`src/hw/rtl/cpad_pkg.sv`:
```
// ----------------------------------------------------------------------------
// cpad_pkg: shared definitions of the touch period average detector
// Field widths, register codes, reset thresholds and the queue entry type.
// ----------------------------------------------------------------------------
package cpad_pkg;

  localparam int unsigned CH_FIELD_W   = 2;
  localparam int unsigned TS_W         = 32;
  localparam int unsigned PERIOD_W     = 16;
  localparam int unsigned AVG_W        = 16;
  localparam int unsigned THRESH_W     = 16;
  localparam int unsigned MASK_W       = 4;
  localparam int unsigned NUM_THRESH   = 4;
  localparam int unsigned CFG_IDX_W    = 8;
  localparam int unsigned CFG_DATA_W   = 16;

  localparam int unsigned DEF_WINDOW   = 256;
  localparam int unsigned DEF_CHANNELS = 4;
  localparam int unsigned QUEUE_DEPTH  = 2;

  localparam logic [PERIOD_W-1:0] PERIOD_MAX = '1;

  typedef logic [THRESH_W-1:0] thresh_t;

  localparam thresh_t THRESH_RESET [NUM_THRESH] = '{
    THRESH_W'(130), THRESH_W'(130), THRESH_W'(580), THRESH_W'(140)
  };

  typedef enum logic [CFG_IDX_W-1:0] {
    REG_THRESH_CH0 = CFG_IDX_W'(0),
    REG_THRESH_CH1 = CFG_IDX_W'(1),
    REG_THRESH_CH2 = CFG_IDX_W'(2),
    REG_THRESH_CH3 = CFG_IDX_W'(3)
  } cfg_reg_e;

  // One classified edge, handed from the front end to the window engine.
  typedef struct packed {
    logic [CH_FIELD_W-1:0] ch;
    logic [PERIOD_W-1:0]   period;
  } edge_req_t;

  localparam int unsigned EDGE_REQ_W = $bits(edge_req_t);

endpackage

```
`src/hw/rtl/cpad_if.sv`:
```
// ----------------------------------------------------------------------------
// cpad_if: channel interfaces of the touch period average detector
// Edge input channel, result output channel and configuration write channel.
// ----------------------------------------------------------------------------
interface cpad_in_if import cpad_pkg::*; ();
  logic                  valid;
  logic                  ready;
  logic [CH_FIELD_W-1:0] channel;
  logic [TS_W-1:0]       timestamp_us;

  modport source (output valid, output channel, output timestamp_us, input ready);
  modport sink   (input valid, input channel, input timestamp_us, output ready);
endinterface


```
`src/hw/rtl/cpad_front.sv`:
```
// ----------------------------------------------------------------------------
// cpad_front: edge front end
// Drop edges of absent channels, form the saturated period per channel.
// ----------------------------------------------------------------------------
module cpad_front import cpad_pkg::*; #(
  parameter int unsigned CHANNELS = DEF_CHANNELS
) (
  input  logic      clk_i,
  input  logic      rst_ni,
  cpad_in_if.sink   in_i,
  output edge_req_t req_o,
  output logic      req_valid_o,
  input  logic      req_ready_i
);

  localparam int unsigned CH_W = (CHANNELS > 1) ? $clog2(CHANNELS) : 1;

  logic [TS_W-1:0] last_q [CHANNELS];
  logic [CH_W-1:0] ch_idx;
  logic            ch_ok;
  logic            accept;
  logic [TS_W-1:0] diff;

  assign ch_ok  = (32'(in_i.channel) < CHANNELS);
  assign ch_idx = CH_W'(in_i.channel);
  assign diff   = in_i.timestamp_us - last_q[ch_idx];

  assign in_i.ready  = req_ready_i;
  assign accept      = in_i.valid && in_i.ready && ch_ok;
  assign req_valid_o = in_i.valid && ch_ok;
  assign req_o.ch    = in_i.channel;
  // Saturate the wrapped difference to the period width.
  assign req_o.period = (diff[TS_W-1:PERIOD_W] != '0) ? PERIOD_MAX : diff[PERIOD_W-1:0];

  always_ff @(posedge clk_i or negedge rst_ni) begin
    if (!rst_ni) begin
      for (int i = 0; i < CHANNELS; i++) begin
        last_q[i] <= '0;
      end
    end else if (accept) begin
      last_q[ch_idx] <= in_i.timestamp_us;
    end
  end

endmodule

```
`src/flat_wrapper.sv`:
```
// flat-port wrapper written by rule: the top's interface ports become plain ports
module cpad_front_flat import cpad_pkg::*;
#(
  parameter int unsigned CHANNELS = DEF_CHANNELS
)
  (clk_i, rst_ni, req_o, req_valid_o, req_ready_i, in_i_valid, in_i_channel, in_i_timestamp_us, in_i_ready);
  cpad_in_if in_i_i ();
  input  logic clk_i;
  input  logic rst_ni;
  output edge_req_t req_o;
  output logic req_valid_o;
  input  logic req_ready_i;
  input wire logic [$bits(in_i_i.valid)-1:0] in_i_valid;
  input wire logic [$bits(in_i_i.channel)-1:0] in_i_channel;
  input wire logic [$bits(in_i_i.timestamp_us)-1:0] in_i_timestamp_us;
  output wire logic [$bits(in_i_i.ready)-1:0] in_i_ready;
  assign in_i_i.valid = in_i_valid;
  assign in_i_i.channel = in_i_channel;
  assign in_i_i.timestamp_us = in_i_timestamp_us;
  assign in_i_ready = in_i_i.ready;
  cpad_front #(.CHANNELS(CHANNELS)) u_core (.clk_i(clk_i), .rst_ni(rst_ni), .in_i(in_i_i), .req_o(req_o), .req_valid_o(req_valid_o), .req_ready_i(req_ready_i));
endmodule
```
`config.mk`:
```
export PLATFORM = sky130hd
export DESIGN_NAME = cpad_front_flat
export DESIGN_NICKNAME = d
export VERILOG_FILES = /design/src/hw/rtl/cpad_pkg.sv /design/src/hw/rtl/cpad_if.sv /design/src/hw/rtl/cpad_front.sv /design/src/flat_wrapper.sv
export SDC_FILE = /design/constraint.sdc
export NUM_CORES = 1
export LEC_CHECK = 0
export BUFFER_PORTS_ARGS = -buffer_cell sky130_fd_sc_hd__buf_2
export CORE_MARGIN = 4
export CORE_UTILIZATION = 55
export CTS_CLUSTER_DIAMETER = 60
export DETAILED_ROUTE_END_ITERATION = 7
export GPL_ROUTABILITY_DRIVEN = 1
export PLACE_DENSITY = 0.77
export SYNTH_ARGS = -nofsm -noshare
export SYNTH_HDL_FRONTEND = slang
export SYNTH_SLANG_ARGS = --single-unit
```
`constraint.sdc`:
```
create_clock -name clk_i -period 5.9 [get_ports clk_i]
set_clock_uncertainty 0.2 [all_clocks]
set_input_delay 1.18 -clock clk_i [delete_from_list [all_inputs] [get_ports clk_i]]
set_output_delay 1.18 -clock clk_i [all_outputs]
set_load 0.01 [all_outputs]
```
**Word-level counts from Yosys, hierarchy flattened**

Index checks and enable logic that the tools add are counted.

- Register bits: 128
- Bits of input ports: 38
- Output and inout port bits: 20

- $add $sub $neg: 1
- Order comparisons: 2
- Muxes and demuxes: 7
- Bitwise gates (word level): 1
- Reductions and logical operators: 3

Operator list:

| kind | number |
|---|---|
| 128-bit bitwise mux | 1 |
| 32-bit two-way mux | 3 |
| 32-bit binary-select mux with 2-bit select | 1 |
| 32-bit demux with 2-bit select | 1 |
| 32-bit subtractor | 1 |
| 16-bit two-way mux | 1 |
| 16-bit nonzero test | 1 |
| 3-bit >= comparator, second input constant | 1 |
| 3-bit by 1-bit < comparator with 1-bit output, second input constant | 1 |
| 2-bit inverter with 3-bit output | 1 |
| 1-bit logical AND | 2 |

**Logic depth before layout (Yosys ltp)**

- Word-level depth: 7
- Mapped depth: 15
- Gate-level depth less buffers: 11

**Worst setup path before layout**

Ideal clock, no wire load.

- Kind: in2out
- Start: in in_i_channel[0]
- End: out req_o[0] in the netlist's numbering
- Arrival time: 5.007 ns
- Required time: 4.520 ns
- Slack: -0.487 ns
- Cell stages on the path: 14
- Cell sequence: buf_2 buf_1 mux4_2 ha_1 fa_1 nand2b_1 a21oi_1 o21ai_0 a21oi_1 o22ai_1 a211o_2 a2111oi_4 buf_6 nand4_1

RTL lines:

| item | RTL line | RTL |
|---|---|---|
| start, declared | flat_wrapper.sv:14 | `input wire logic [$bits(in_i_i.channel)-1:0] in_i_channel;` |
| end, declared | flat_wrapper.sv:10 | `output edge_req_t req_o;` |

==> impl_metrics.tcl <==
set metrics [dict create \
    synth_fp_nets 744 \
    portBuffers 57 \
    rsz0062_at_grt "yes" \
    postRouteAntennaNets 0 \
    post_drt_wl_per_cell_um 20.94 \
    antenna_found_initial 0 \
    reg.largest.list "u_core.last_q (128)" \
    yosysTopAreaCellShare_pct 41.33 \
    crit_type "input pin to output port" \
    gp_congestion 0.9424 \
    numCtsBuffers 17 \
    postLayoutCoreUtil_pct 73.70 \
    num_vias 6244 \
    drive_gt1_share_pct 52.55 \
    clkTransAtPathRegs_ns 0.05 \
    fin_crit_sh_pct 101.2 \
    regArea_um2 3203 \
    synthTopCellsByArea "dfrtp_1 (41%), mux2_2 (18%), mux4_2 (9.3%)" \
    placed_area_um2 8841 \
    finalMaxSlewViolations 0 \
    initial_utilization_pct 56.05 \
    die-area_um2 16050 \
    max_freq_mhz 167.5 \
    antenna_cells 0 \
    synth_edf_count 0 \
    layout_setup_ws_ns -0.06901 \
    gr-usage-all-layers_pct 26.21 \
    core_um2 13830 \
    clock_latency_ns 0.43 \
    synth.distinct_cells 61 \
    synth_top_area_cell "dfrtp_1" \
    power_density_nw_per_um2 391.3 \
    setup_tns_ns -0.3816 \
    syn_to_final_growth_pct 31.50 \
    final.fill_count 925 \
    wirelength_mm 21.42 \
    worst_pin_slew_ns 1.198 \
    firstDrtPassIters 6 \
    netlist_area_um2 7750 \
    setup_viol 12 \
    largest_reg_flops 128 \
    crit_required_ns 4.52 \
    ir_worst_vdd_v 0.0002771 \
    root_buffer "clkbuf_16" \
    htreeDepth 4 \
    crit_path_start_kind "input pin" \
    synth-seq-cells 128 \
    hold_path_class "flop to flop" \
    arrival_ns 4.59 \
    async_flop_share_pct 100.0 \
    path_max_fanout 7 \
    power_leakage_uw 0.004427 \
    syn_inst 674 \
    largest-register "u_core.last_q" \
    dp_hpwl_mm 13.98 \
    cts.sinks 128 \
    violations "setup timing" \
    final_nets 900 \
    synth-main-ff-cell "dfrtp_1" \
    die_height_um 126.7 \
    cts_tree "yes" \
    drt_iter0_drc 398 \
    outcome "complete, but fails checks" \
    num_io_pins 58 \
    clock_path_buffers 2 \
    synth_most_common_cell "dfrtp_1" \
    die_w_um 126.7 \
    hold_viol 0 \
    grt_pass1_vias 6584 \
    yosys_warnings 0 \
    min_period_ns 5.969 \
    total_power_uw 3988 \
    yosys-top-cells-count "dfrtp_1 (128), mux2_2 (123), nand2_1 (48)" \
    grt_max_degree 82 \
    multi_input_area_um2 4566 \
    grt-ovfl-total 0 \
    drc_errors 0 \
    crit_path_end_kind "output port" \
    stdcell_area_um2 10190 \
    grt_pass1_wl_mm 33.23 \
    yosysSeqAreaShare_pct 41.33 \
    avgSynthCellArea_um2 11.50 \
    cap_violations 0 \
    holdBufCountCts 0 \
    rows 43 \
    vias_per_cell 6.104 \
    maxSlewHeadroom_pct 19.92 \
]
==> report_power, final <==
| part | total [uW] | switching [uW] | internal (uW) | leakage, uW |
|---|---|---|---|---|
| logic | 1670 | 806 | 865 | 0.00259 |
| clock network | 1140 | 416 | 724 | 0.000301 |
| registers | 1180 | 106 | 1070 | 0.00154 |
| total | 3990 | 1330 | 2660 | 0.00443 |
==> per-stage QoR <==
stage | cells | worst slack (ns) | hold slack [ns]
final | 1023 | -0.06901 | 0.3016
after global routing | 1023 | -0.2450 | 0.3097
after CTS | 1000 | 0.002513 | 0.3033
after detailed placement | 962 | -0.2933 | 0.2885
after global placement | 962 | -0.2717 | 0.2596
after floorplan | 674 | 0.02457 | 0.2446
==> layer usage <==
layer  wire length [um]  GRT usage [%]  vias to the layer above
met4                602          8.076                        0
met5                  0              0                        -
met1               9085          35.02                     3166
met3               1133          6.484                       61
li1                   -              -                     2803
met2              10600          42.56                      214
==> critical path: stages <==
cell,delay [ns]
buf_12,0.12
buf_12,0.14
mux4_2,0.52
inv_2,0.10
ha_4,0.15
buf_6,0.10
nand4_1,0.20
o31a_4,0.42
o41ai_4,0.48
nand2_2,0.13
a2111oi_4,0.41
clkbuf_16,0.22
clkbuf_16,0.14
nand4_1,0.10
buf_2,0.17
==> cell usage in the layout, fill, tap and decap left out, drive strengths merged, types with 3 or more instances in the layout <==
cell / n
a21o: 6
nand2: 48
buf: 176
clkinvlp: 4
o21a: 8
dfrtp: 128
mux4: 32
xnor2: 11
inv: 46
and3: 3
clkbuf: 21
nor4: 3
ha: 31
nand2b: 7
mux2: 123
o211ai: 7
a21oi: 42
xor2: 9
o21ai: 32
nand4: 27
a31oi: 3
nor3: 7
o31ai: 3
nor2: 27
nand3: 3
bufinv: 4
==> what timing repair did <==
action                                  in CTS  in global routing
endpoints found under the setup margin      16                 16
setup buffers                                5                 21
pin swaps                                   12                 39
resized for setup                           32                 66
gates cloned                                 1                  2
==> logic make-up after synthesis <==
family / Yosys count / synth area share [%]
flops: 128 / 41.33
fa+ha+maj: 32 / 5.263
mux: 155 / 27.17
simple gates: 129 / 8.105
buf+inv: 83 / 4.779
xor+xnor: 20 / 2.260
compound gates: 127 / 11.09
==> worst paths after layout <==
path | startpoint | endpoint | slack [ns] | cells after the start
worst max-delay path | in_i_channel[0] | req_o[10] | -0.07 | 15
worst min-delay path | u_core.last_q[20] | u_core.last_q[20] | 0.30 | 1
worst max register to register | u_core.last_q[105] | u_core.last_q[105] | 4.89 | 1
worst min register to register | u_core.last_q[20] | u_core.last_q[20] | 0.30 | 1
max in group asynchronous | rst_ni | u_core.last_q[51] | 3.59 | 2
min in group asynchronous | rst_ni | u_core.last_q[36] | 0.71 | 1
==> cell type report <==
type / instances / share of cell area [%]
Multi-Input combinational cell: 463 / 44.80
Sequential cell: 128 / 31.43
Timing Repair Buffer: 179 / 13.75
Clock buffer: 18 / 4.309
Tap cell: 180 / 2.210
Clock inverter: 14 / 1.989
Inverter: 41 / 1.510
(Power assumes the default switching activity.)
