File: config.mk
export PLATFORM = sky130hd
export DESIGN_NAME = cpad_fifo
export DESIGN_NICKNAME = d
export VERILOG_FILES = /design/src/hw/rtl/cpad_fifo.sv
export SDC_FILE = /design/constraint.sdc
export NUM_CORES = 1
export LEC_CHECK = 0
export BUFFER_PORTS_ARGS = -buffer_cell sky130_fd_sc_hd__buf_2
export CAP_MARGIN = 30
export CELL_PAD_IN_SITES_DETAIL_PLACEMENT = 1
export CELL_PAD_IN_SITES_GLOBAL_PLACEMENT = 2
export CORE_AREA = 2 2 39 41
export CTS_CLUSTER_SIZE = 14
export DETAILED_ROUTE_END_ITERATION = 8
export DIE_AREA = 0 0 41 43
export PLACE_DENSITY_LB_ADDON = 0.05
export SYNTH_ARGS = -nofsm -noshare
export SYNTH_HDL_FRONTEND = slang
export SYNTH_SLANG_ARGS = --single-unit
File: constraint.sdc
create_clock -name clk_i -period 1.6 [get_ports clk_i]
set_input_delay 0.16 -clock clk_i [delete_from_list [all_inputs] [get_ports clk_i]]
set_output_delay 0.16 -clock clk_i [all_outputs]
set_load 0.05 [all_outputs]
File: src/hw/rtl/cpad_fifo.sv
// ----------------------------------------------------------------------------
// cpad_fifo: short request queue
// Register-based FIFO between the front end and the window engine.
// ----------------------------------------------------------------------------
module cpad_fifo #(
  parameter int unsigned WIDTH = 1,
  parameter int unsigned DEPTH = 2
) (
  input  logic             clk_i,
  input  logic             rst_ni,
  input  logic             in_valid_i,
  output logic             in_ready_o,
  input  logic [WIDTH-1:0] in_data_i,
  output logic             out_valid_o,
  input  logic             out_ready_i,
  output logic [WIDTH-1:0] out_data_o
);

  localparam int unsigned PTR_W = (DEPTH > 1) ? $clog2(DEPTH) : 1;
  localparam int unsigned CNT_W = $clog2(DEPTH + 1);

  logic [WIDTH-1:0] slot_q [DEPTH];
  logic [PTR_W-1:0] wr_ptr_q, wr_ptr_d;
  logic [PTR_W-1:0] rd_ptr_q, rd_ptr_d;
  logic [CNT_W-1:0] cnt_q, cnt_d;
  logic             push, pop;

  assign in_ready_o  = (cnt_q != CNT_W'(DEPTH));
  assign out_valid_o = (cnt_q != '0);
  assign out_data_o  = slot_q[rd_ptr_q];
  assign push        = in_valid_i && in_ready_o;
  assign pop         = out_valid_o && out_ready_i;

  always_comb begin
    wr_ptr_d = wr_ptr_q;
    rd_ptr_d = rd_ptr_q;
    cnt_d    = cnt_q;
    if (push) begin
      wr_ptr_d = (wr_ptr_q == PTR_W'(DEPTH - 1)) ? '0 : wr_ptr_q + PTR_W'(1);
    end
    if (pop) begin
      rd_ptr_d = (rd_ptr_q == PTR_W'(DEPTH - 1)) ? '0 : rd_ptr_q + PTR_W'(1);
    end
    if (push && !pop) begin
      cnt_d = cnt_q + CNT_W'(1);
    end else if (pop && !push) begin
      cnt_d = cnt_q - CNT_W'(1);
    end
  end

  always_ff @(posedge clk_i or negedge rst_ni) begin
    if (!rst_ni) begin
      wr_ptr_q <= '0;
      rd_ptr_q <= '0;
      cnt_q    <= '0;
    end else begin
      wr_ptr_q <= wr_ptr_d;
      rd_ptr_q <= rd_ptr_d;
      cnt_q    <= cnt_d;
    end
  end

  always_ff @(posedge clk_i) begin
    if (push) begin
      slot_q[wr_ptr_q] <= in_data_i;
    end
  end

endmodule

# Yosys cells after proc, flatten, opt, wreduce, memory -nomap -nowiden

Memory sizes are Yosys's and may differ from the RTL's.
Index checks and enable logic that the tools add are counted.

Bitwise gates (word level): 0
Shifts and indexed selects: 0
$add $sub $neg: 4
Divide/modulo/power cells: 0
Mux-type cells: 6
$lt $le $gt $ge: 0
Multiply operators: 0
Reduce and logical (&&, ||, !) cells: 8
Equal/unequal tests: 1

Operators by type and width:

| cell                                              | count |
|---|---|
| logical AND 1 bit                                 | 4 |
| 2-to-1 mux 1 bit                                  | 4 |
| 2-to-1 mux 2 bit                                  | 2 |
| nonzero test 2 bit                                | 2 |
| adder 1 bit (second input constant)               | 2 |
| adder 2 x 1 -> 2 bit (second input constant)      | 1 |
| logical NOT 1 bit                                 | 2 |
| inequality test 2 bit (second input constant)     | 1 |
| subtractor 2 x 1 -> 2 bit (second input constant) | 1 |

Memory bits (writable): 2
Memories: 1
Flip-flop bits (word level): 4
Bits in read-only memories: 0
Output and inout port bits: 3
Logic and storage cells: 23
Bits in latches: 0

Memories:

| name   | depth | width | read ports | clocked after Yosys merged registers in | write ports | line | text |
|---|---|---|---|---|---|---|---|
| slot_q | 2     | 1     | 1          | 0                                       | 1           | 22   | `logic [WIDTH-1:0] slot_q [DEPTH];` |

# Logic depth before layout (Yosys ltp)

Gate-level depths: netlist of the first run.

Word-level depth: 6
Depth in mapped cells: 7
Depth with buffers taken out: 7

# Worst setup path after synthesis of the first run

No wires, ideal clock.

Path type: register to register
From: register cnt_q[0]
To: register cnt_q[1]
Stages on the path, launching flop included: 7
Setup time: 79 ps
Arrival time: 1386 ps
Period minus slack after synthesis: 1465 ps
Slack: 135 ps
Data required time: 1521 ps
Cells stage by stage: dfrtp_1 -> nand2b_4 -> nand2_1 -> inv_1 -> ha_1 -> nor2_1 -> xor2_1

Longest elaborated chain between the ends: 5

RTL lines:

| element                             | line | text |
|---|---|---|
| from (decl)                         | 25   | `logic [CNT_W-1:0] cnt_q, cnt_d;` |
| from (signal assigned)              | 59   | `cnt_q <= cnt_d;` |
| inequality test 2 bit *             | 28   | `assign in_ready_o = (cnt_q != CNT_W'(DEPTH));` |
| via in_ready_o                      | 12   | `output logic in_ready_o,` |
| logical AND 1 bit *                 | 31   | `assign push = in_valid_i && in_ready_o;` |
| via push                            | 26   | `logic push, pop;` |
| logical NOT 1 bit                   | 46   | `end else if (pop && !push) begin` |
| logical AND 1 bit                   | 46   |  |
| nonzero test 2 bit (no source line) | -    |  |

Mark *: on every way through the listed nets, which the timed path passes. The rest lies on a longest branch. The select of a mux whose other input is x is not followed.
A chain may end at the register's enable or synchronous reset.

# Worst setup path after layout of the first run

From: register cnt_q[0]
To: register cnt_q[1]

Longest elaborated chain between the ends: 5

RTL lines:

| element                             | line |
|---|---|
| inequality test 2 bit *             | 28 |
| logical AND 1 bit *                 | 31 |
| via push                            | 26 |
| logical NOT 1 bit                   | 46 |
| logical AND 1 bit                   | 46 |
| nonzero test 2 bit (no source line) | - |

Marks and branches as above.

==> results of run 1 <==
==> worst min-delay path by stage <==
| stage | start | to | cells past startpoint |
|---|---|---|---|
| after CTS | in_data_i | slot_q[1] | 1 |
| final | in_data_i | slot_q[1] | 1 |
| after floorplan | rst_ni | cnt_q[0] | 0 |
| after detailed placement | rst_ni | wr_ptr_q | 1 |
| after global placement | rst_ni | wr_ptr_q | 1 |
| after global routing | in_data_i | slot_q[1] | 1 |
==> critical path, cell delays in order, from the launching register on <==
cell and delay [ps]:
dfrtp_1 420, nand2b_4 170, nand2_1 110, inv_1 60, ha_1 200, xor2_1 140
nor2_1 110, xor2_1 150
==> synthesized netlist by cell type, drive strengths merged <==
master and n:
ha 1, mux2 1, nand2b 1, edfxtp 2, xnor2 3, nor2 2, nand2 2, xor2 2
or2 1, dfrtp 4, and3 1, inv 1
==> registers in the layout (all words and copies together), names as in the netlist <==
name	cells
cnt_q	2
rd_ptr_q	1
slot_q	2
wr_ptr_q	1
==> power breakdown <==
part           internal, W  switching [W]  leakage [nW]
registers         0.000230      0.0000646        0.0652
logic             0.000168       0.000246        0.0948
clock network    0.0000948      0.0000599        0.0150
==> through the flow <==
stage | utilization, % | power, W | hold slack, ps | instances | worst slack [ps]
after floorplan | - | 0.000633 | -136 | 21 | 135
after global placement | 24.4 | 0.000701 | -23.3 | 44 | 188
after detailed placement | 24.4 | 0.000719 | -25.8 | 44 | 136
after CTS | 27.0 | 0.000884 | 88.6 | 49 | 121
after global routing | 27.0 | 0.000919 | 84.5 | 49 | 66.5
final | 27.0 | 0.000864 | 98.5 | 49 | 154
==> layout make-up <==
class	count	area, um2
Sequential cell	6	160
Multi-Input combinational cell	14	119
Fill cell	157	1010
Tap cell	16	20.0
Timing Repair Buffer	8	45.0
Inverter	1	3.75
Clock buffer	4	26.3
==> kinds of logic (layout without fill, tap and decap cells) <==
kind of cell / Yosys count / after routing
xor gates and xnor gates: 5 / 5
adders and majority gates: 1 / 1
buffers and inverters: 1 / 13
DFF: 6 / 6
muxes: 1 / 1
and+or+nand+nor: 7 / 7
==> per-layer routing <==
| layer | wire [um] | track usage (%) |
|---|---|---|
| met4 | 0 | 10.0 |
| met5 | 0 | 0 |
| met2 | 265 | 10.0 |
| met3 | 26 | 4.71 |
| met1 | 233 | 8.20 |
==> results.md, run 1 <==
* Grt ovf at 0
* I/O pin cnt at 8
* Number of gates resized after CTS at 0
* Crit Reg-Reg Endpoint: cnt_q[1]
* Number of global-route vias before repair at 191
* Cell count after synthesis at 21
* Most frequent cells in the layout: 7 x buf_2, 4 x dfrtp_1, 3 x xnor2_1, 3 x clkbuf_4
* Power Dens Cells at 2310 nW/um2
* Die W at 41 um
* Die area at 1760 um2
* Wire per inst at 10.7 um
* Max-Cap Viols at 0
* CTS buffer count at 3
* Initial drt markers at 0
* DR vias/cell at 3.53
* GRT Util Overall at 8.18%
* Post-Synth Simple-Gate Area at 18.1%
* CTS tree: done
* Via Count at 173
* Final net count at 40
* Port bufs at 7
* Post-synthesis adder-cell area fraction at 4.42%
* Post-DP HPWL at 421 um
* DRT antenna net count at 0
* Post-synth top area cell: dfrtp_1
* H-Tree Level Count at 1
* Max-slew violations at 0
* # rows at 14
* Leak at 0.175 nW
* Synth Area in Compound Gates at 0%
* CP Class: register to register
* Sink Count at 6
* Slew HR at 83.6%
* Synth Net Count at 27
* Gpl congestion at 0.588
* Hold_buf cts at 1
* Worst-Skew Late Latency at 250 ps
* Number of synthesis warnings at 0
* TNS Setup at 0 ps
* Main combinational cell family by area after synthesis: simple AND/OR/NAND/NOR gates
* First-pass GRT wire length at 807 um
* Crit share post-route at 90.3%
* Initial antenna violation count at 0
* Setup Skew at 4.40 ps
* Area grow syn2layout at 32.3%
* Clock Tree Buf Depth at 2
* Starting Density at 20.4%
* Clock transition at path regs at 50 ps
* Critical path capture point type: register
* Fin. Hold Viols at 0
* Fmax at 692 MHz
* Placed cell areas at 338 um2
* Unrepaired setup endpoints after global routing: no
* Crit-path max FO at 4
* Dominant cells by area after synthesis: dfrtp_1 35%, edfxtp_1 21%, xnor2_1 9.3%
* Post-CTS Setup Repair Bufs at 0
* CP Data Arrival Time at 1610 ps
* Startpoint Class: register
* Synth Area per Inst at 13.5 um2
* Worst Reg-to-Reg Cells at 7
* R2r setup slk at 150 ps
* Yosys reg bits at 6
* Outcome: finished clean
* Final worst path period need at 1450 ps
* DRT Pass-1 Iters at 1
* Largest net degree at the start of global routing at 5
* Commonest non-fill, non-tap cell in the layout: buf_2
* Number of distinct library cells after synthesis at 13
* Critical Path Source: cnt_q[0]
* Post-synthesis mux area share at 3.98%
* Xor/xnor share of the synthesized area at 15.5%
* Worst IR Drop VDD at 0.600 mV
* Register area share after synthesis at 56.6%
* Setup crit end: cnt_q[1]
* Worst EP required at 1770 ps
* Slew @ Worst Pin at 248 ps
* Worst flop-to-flop path startpoint: cnt_q[0]
* Endpoints failing setup at 0
* Synthesized area at 283 um2
* Core area at 1380 um2
* Antenna cells at 0
* Final Instance Area at 374 um2
* Chip height at 43 um
* Area share of the largest cell type after synthesis at 35.4%
* Clock root buffer: clkbuf_4
* Hold crit path type: input pin to register
* Total wire length at 525 um
* DRC violations left at 0
* Share of layout cells above drive strength 1 at 42.4%
Power figures use the tool's default switching activity.
==> run 2, diff against run 1 <==
- RECOVER_POWER: unset -> 50
==> run 2 against run 1 <==
Register-to-register slack barely moved; worst hold slack did not move; wire length fell by 0.38%; via count did not move; critical path type unchanged; die area did not move; setup slack did not move; largest power group unchanged; cell area fell by 0.33%; clock skew did not move; total power barely moved; non-clock buffer count did not move; sequential share of layout area rose by 0.14 points; cell count did not move.
==> results.md, run 2 (synthesis results as in run 1) <==
* Outcome: finished clean
* CP Data Arrival Time at 1610 ps
* Worst-Skew Late Latency at 250 ps
* Die area at 1760 um2
* Critical Path Source: cnt_q[0]
* Slew @ Worst Pin at 248 ps
* Most frequent cells in the layout: 6 x buf_2, 4 x dfrtp_1, 3 x xnor2_1, 3 x clkbuf_4
* Initial drt markers at 0
* Number of global-route vias before repair at 191
* Power Dens Cells at 2320 nW/um2
* Regs by FF count: cnt_q: 2 flops, slot_q: 2 flops
* Final hold slack at 98.5 ps
* Via Count at 173
* Fin cells at 49
* Total wire length at 523 um
* TNS Setup at 0 ps
* Critical path capture point type: register
* Share of layout cells above drive strength 1 at 39.4%
* Hold crit path type: input pin to register
* Die W at 41 um
* Worst EP required at 1770 ps
* GRT Util Overall at 8.18%
* Gpl congestion at 0.588
* Setup Skew at 4.40 ps
* Wire per inst at 10.7 um
* Grt ovf at 0
* DRT Pass-1 Iters at 1
* Sink Count at 6
* Final worst path period need at 1450 ps
* Chip height at 43 um
* Dpl cells at 44
* Crit-path max FO at 4
* Hold path start: in_data_i
* Post-CTS Setup Repair Bufs at 0
* Max-slew violations at 0
* Hold depth at 1
* Clock Tree Buf Depth at 2
* Port bufs at 7
* CTS buffer count at 3
* Clock transition at path regs at 50 ps
* Util after Layout at 26.9%
* Worst IR Drop VDD at 0.600 mV
* Final net count at 40
* # rows at 14
* Met1 global-route usage at 8.20%
* Antenna cells at 0
* Core area at 1380 um2
* First-pass GRT wire length at 807 um
* Initial antenna violation count at 0
* Startpoint Class: register
* Worst Reg-to-Reg Cells at 7
* H-Tree Level Count at 1
* Largest net degree at the start of global routing at 5
* DR vias/cell at 3.53
* Starting Density at 20.4%
* Max-Cap Viols at 0
* Endpoints failing setup at 0
* Slew HR at 83.6%
* CP Class: register to register
* Worst flop-to-flop path startpoint: cnt_q[0]
* Commonest non-fill, non-tap cell in the layout: buf_2
* Crit share post-route at 90.3%
* Setup ws final at 154 ps
* Met3 Usage GRT at 4.71%
* DRC violations left at 0
* Clock root buffer: clkbuf_4
* Unrepaired setup endpoints after global routing: no
* Fmax at 692 MHz
* Setup Slack @ Placement at 136 ps
* Number of gates resized after CTS at 0
* I/O pin cnt at 8
* Area grow syn2layout at 31.9%
* Most Used Layer, Global Route: met2
* Met2 Usage GRT at 10.0%
* CTS tree: done
* DRT antenna net count at 0
* Leak at 0.172 nW
* Fin. Hold Viols at 0
* Post-DP HPWL at 421 um
-- run 2: power breakdown --
part	internal (W)	switching (W)
Sequential	0.000230	0.0000646
Combinational	0.000168	0.000246
Clock	0.0000948	0.0000599
-- run 2: final timing paths --
check | end | slack [ps]
worst min register to register | wr_ptr_q | 490
worst min-delay path | slot_q[1] | 100
max in group asynchronous | cnt_q[0] | 1120
min in group asynchronous | wr_ptr_q | 280
worst max-delay path | cnt_q[1] | 150
worst max register to register | cnt_q[1] | 150
-- run 2: metrics by stage --
| step | area (um2) | power, W |
|---|---|---|
| 3_5_place_dp | 338 | 0.000719 |
| 3_3_place_gp | 338 | 0.000701 |
| 2_1_floorplan | 283 | 0.000633 |
| 4_1_cts | 374 | 0.000884 |
| 6_report | 373 | 0.000864 |
| 5_1_grt | 373 | 0.000919 |
-- run 2: worst max-delay path, stage by stage, from the launching register on --
cell and delay, ps:
dfrtp_1 420, nand2b_4 170, nand2_1 110, inv_1 60, ha_1 200, xor2_1 140
nor2_1 110, xor2_1 150
-- run 2: final cells by class --
cell class                 count  area [um2]
inverter                       1        3.75
sequential                     6         160
timing repair buffer           8        43.8
fill                         157        1010
clock buffer                   4        26.3
tap                           16        20.0
multi-input combinational     14         119
-- run 2: timing repair --
action | 4_1_cts | 5_1_grt
setup endpoints to repair | 0 | 0
hold buffers | 1 | 0
endpoints found under the hold margin | 4 | 0
-- run 2: layer usage --
metal / vias to the layer above / part of all wire (%)
met1: 77 / 44
met2: 4 / 51
li1: 92 / -
met4: 0 / 0
met3: 0 / 5.0
met5: - / 0
==> run 3, diff against run 2 <==
- PLACE_DENSITY: unset -> 0.6
- PLACE_DENSITY_LB_ADDON: 0.05 -> unset
==> run 3 against run 2 <==
Sequential share of layout area did not move; sequential power barely moved; register-to-register slack barely moved; combinational power fell by 1%; clock skew barely moved; clock power fell by 4%; wire length fell by 11%; setup slack improved by 11 ps; first-iteration DRC count did not move; critical path depth did not move; total power fell by 1.4%; critical path type unchanged; critical endpoint unchanged.
==> results.md, run 3 (synthesis results as in run 1) <==
* Port bufs at 7
* Worst IR Drop VDD at 0.440 mV
* Clock root buffer: clkbuf_4
* Met2 Usage GRT at 12.5%
* I/O pin cnt at 8
* Area occupied by multi-input gates at 119 um2
* Endpoints failing setup at 0
* Power Dens Cells at 2290 nW/um2
* Max-slew violations at 0
* Startpoint Class: register
* Regs by FF count: cnt_q: 2 flops, slot_q: 2 flops
* Initial drt markers at 0
* Critical path capture point type: register
* Most Used Layer, Global Route: met2
* CP Class: register to register
* Met1 global-route usage at 6.56%
* Wire per inst at 9.51 um
* Clock Tree Buf Depth at 2
* Crit share post-route at 89.7%
* Initial antenna violation count at 0
* Gpl congestion at 0.592
* H-Tree Level Count at 1
* Chip height at 43 um
* Post-CTS Setup Repair Bufs at 0
* Commonest non-fill, non-tap cell in the layout: buf_2
* Number of global-route vias before repair at 237
* Total wire length at 466 um
* Share of layout cells above drive strength 1 at 39.4%
* Hold crit path type: input pin to register
* Max-Cap Viols at 0
* Starting Density at 20.4%
* Crit-path max FO at 4
* Sink Count at 6
* DRT Pass-1 Iters at 1
* CTS buffer count at 3
* CTS tree: done
* TNS Setup at 0 ps
* Leak at 0.172 nW
* Slew HR at 83.6%
* Clock transition at path regs at 50 ps
* Unrepaired setup endpoints after global routing: no
* First-pass GRT wire length at 834 um
* Area grow syn2layout at 31.9%
* Largest net degree at the start of global routing at 5
* Placed cell areas at 338 um2
* Antenna cells at 0
* Fmax at 697 MHz
* Die W at 41 um
* Met3 Usage GRT at 0%
* DR vias/cell at 3.69
* Slew @ Worst Pin at 248 ps
* GRT Util Overall at 7.27%
* Final worst path period need at 1430 ps
* Worst EP required at 1760 ps
* Post-DP HPWL at 402 um
* Via Count at 181
* DRT antenna net count at 0
* Storage cell area at 160 um2
* Fin. Hold Viols at 0
* Die area at 1760 um2
* Setup Skew at 4.60 ps
* Grt ovf at 0
* DRC violations left at 0
* # fillers at 172
* # rows at 14
* Worst-Skew Late Latency at 240 ps
* Outcome: finished clean
* CP Data Arrival Time at 1600 ps
* Final Instance Area at 373 um2
* Final net count at 40
* Most frequent cells in the layout: 6 x buf_2, 4 x dfrtp_1, 3 x xnor2_1, 3 x clkbuf_4
* Core area at 1380 um2
run 3: final cells by class:
type	instances	area share (%)
sequential	6	43.0
multi-input combinational	14	31.9
timing repair buffer	8	11.7
clock buffer	4	7.05
tap	16	5.37
inverter	1	1.01
run 3: worst paths after layout:
| path | startpoint | endpoint | slack, ps | cells past startpoint |
|---|---|---|---|---|
| min | in_data_i | slot_q[1] | 110 | 1 |
| max reg2reg | cnt_q[0] | cnt_q[1] | 170 | 7 |
| max in group asynchronous | rst_ni | cnt_q[1] | 1130 | 2 |
| max | cnt_q[0] | cnt_q[1] | 170 | 7 |
| min in group asynchronous | rst_ni | wr_ptr_q | 280 | 2 |
| min reg2reg | rd_ptr_q | rd_ptr_q | 490 | 1 |
run 3: metal layers:
layer	share of wire, %	wire (um)	vias to the layer above
li1	-	-	93
met1	34	159	84
met2	61	286	4
met3	4.3	20	0
met4	0	0	0
met5	0	0	-
run 3: per-stage QoR:
step           hold slack [ps]  util [%]  setup WS, ps  std cells  total power (W)
3_5_place_dp             -26.7      24.4           152         44         0.000715
4_1_cts                    101      27.0           141         49         0.000872
6_report                   108      26.9           165         49         0.000852
5_1_grt                    101      26.9          7.81         49         0.000928
2_1_floorplan             -136         -           135         21         0.000633
3_3_place_gp             -29.3      24.4           200         44         0.000696
run 3: report_power, final:
part / switching [W] / internal (W)
Combinational: 0.000242 / 0.000168
Clock: 0.0000547 / 0.0000945
Sequential: 0.0000627 / 0.000230
run 3: worst max-delay path, stage by stage, from the launching register on:
cell      delay [ps]
dfrtp_1          420
nand2b_4         170
nand2_1          110
inv_1             60
ha_1             200
xor2_1           140
nor2_1           120
xor2_1           140
run 3: timing repair:
item,in CTS,in global routing
hold endpoints to repair,4,0
hold buffers,1,0
resized for setup,0,0
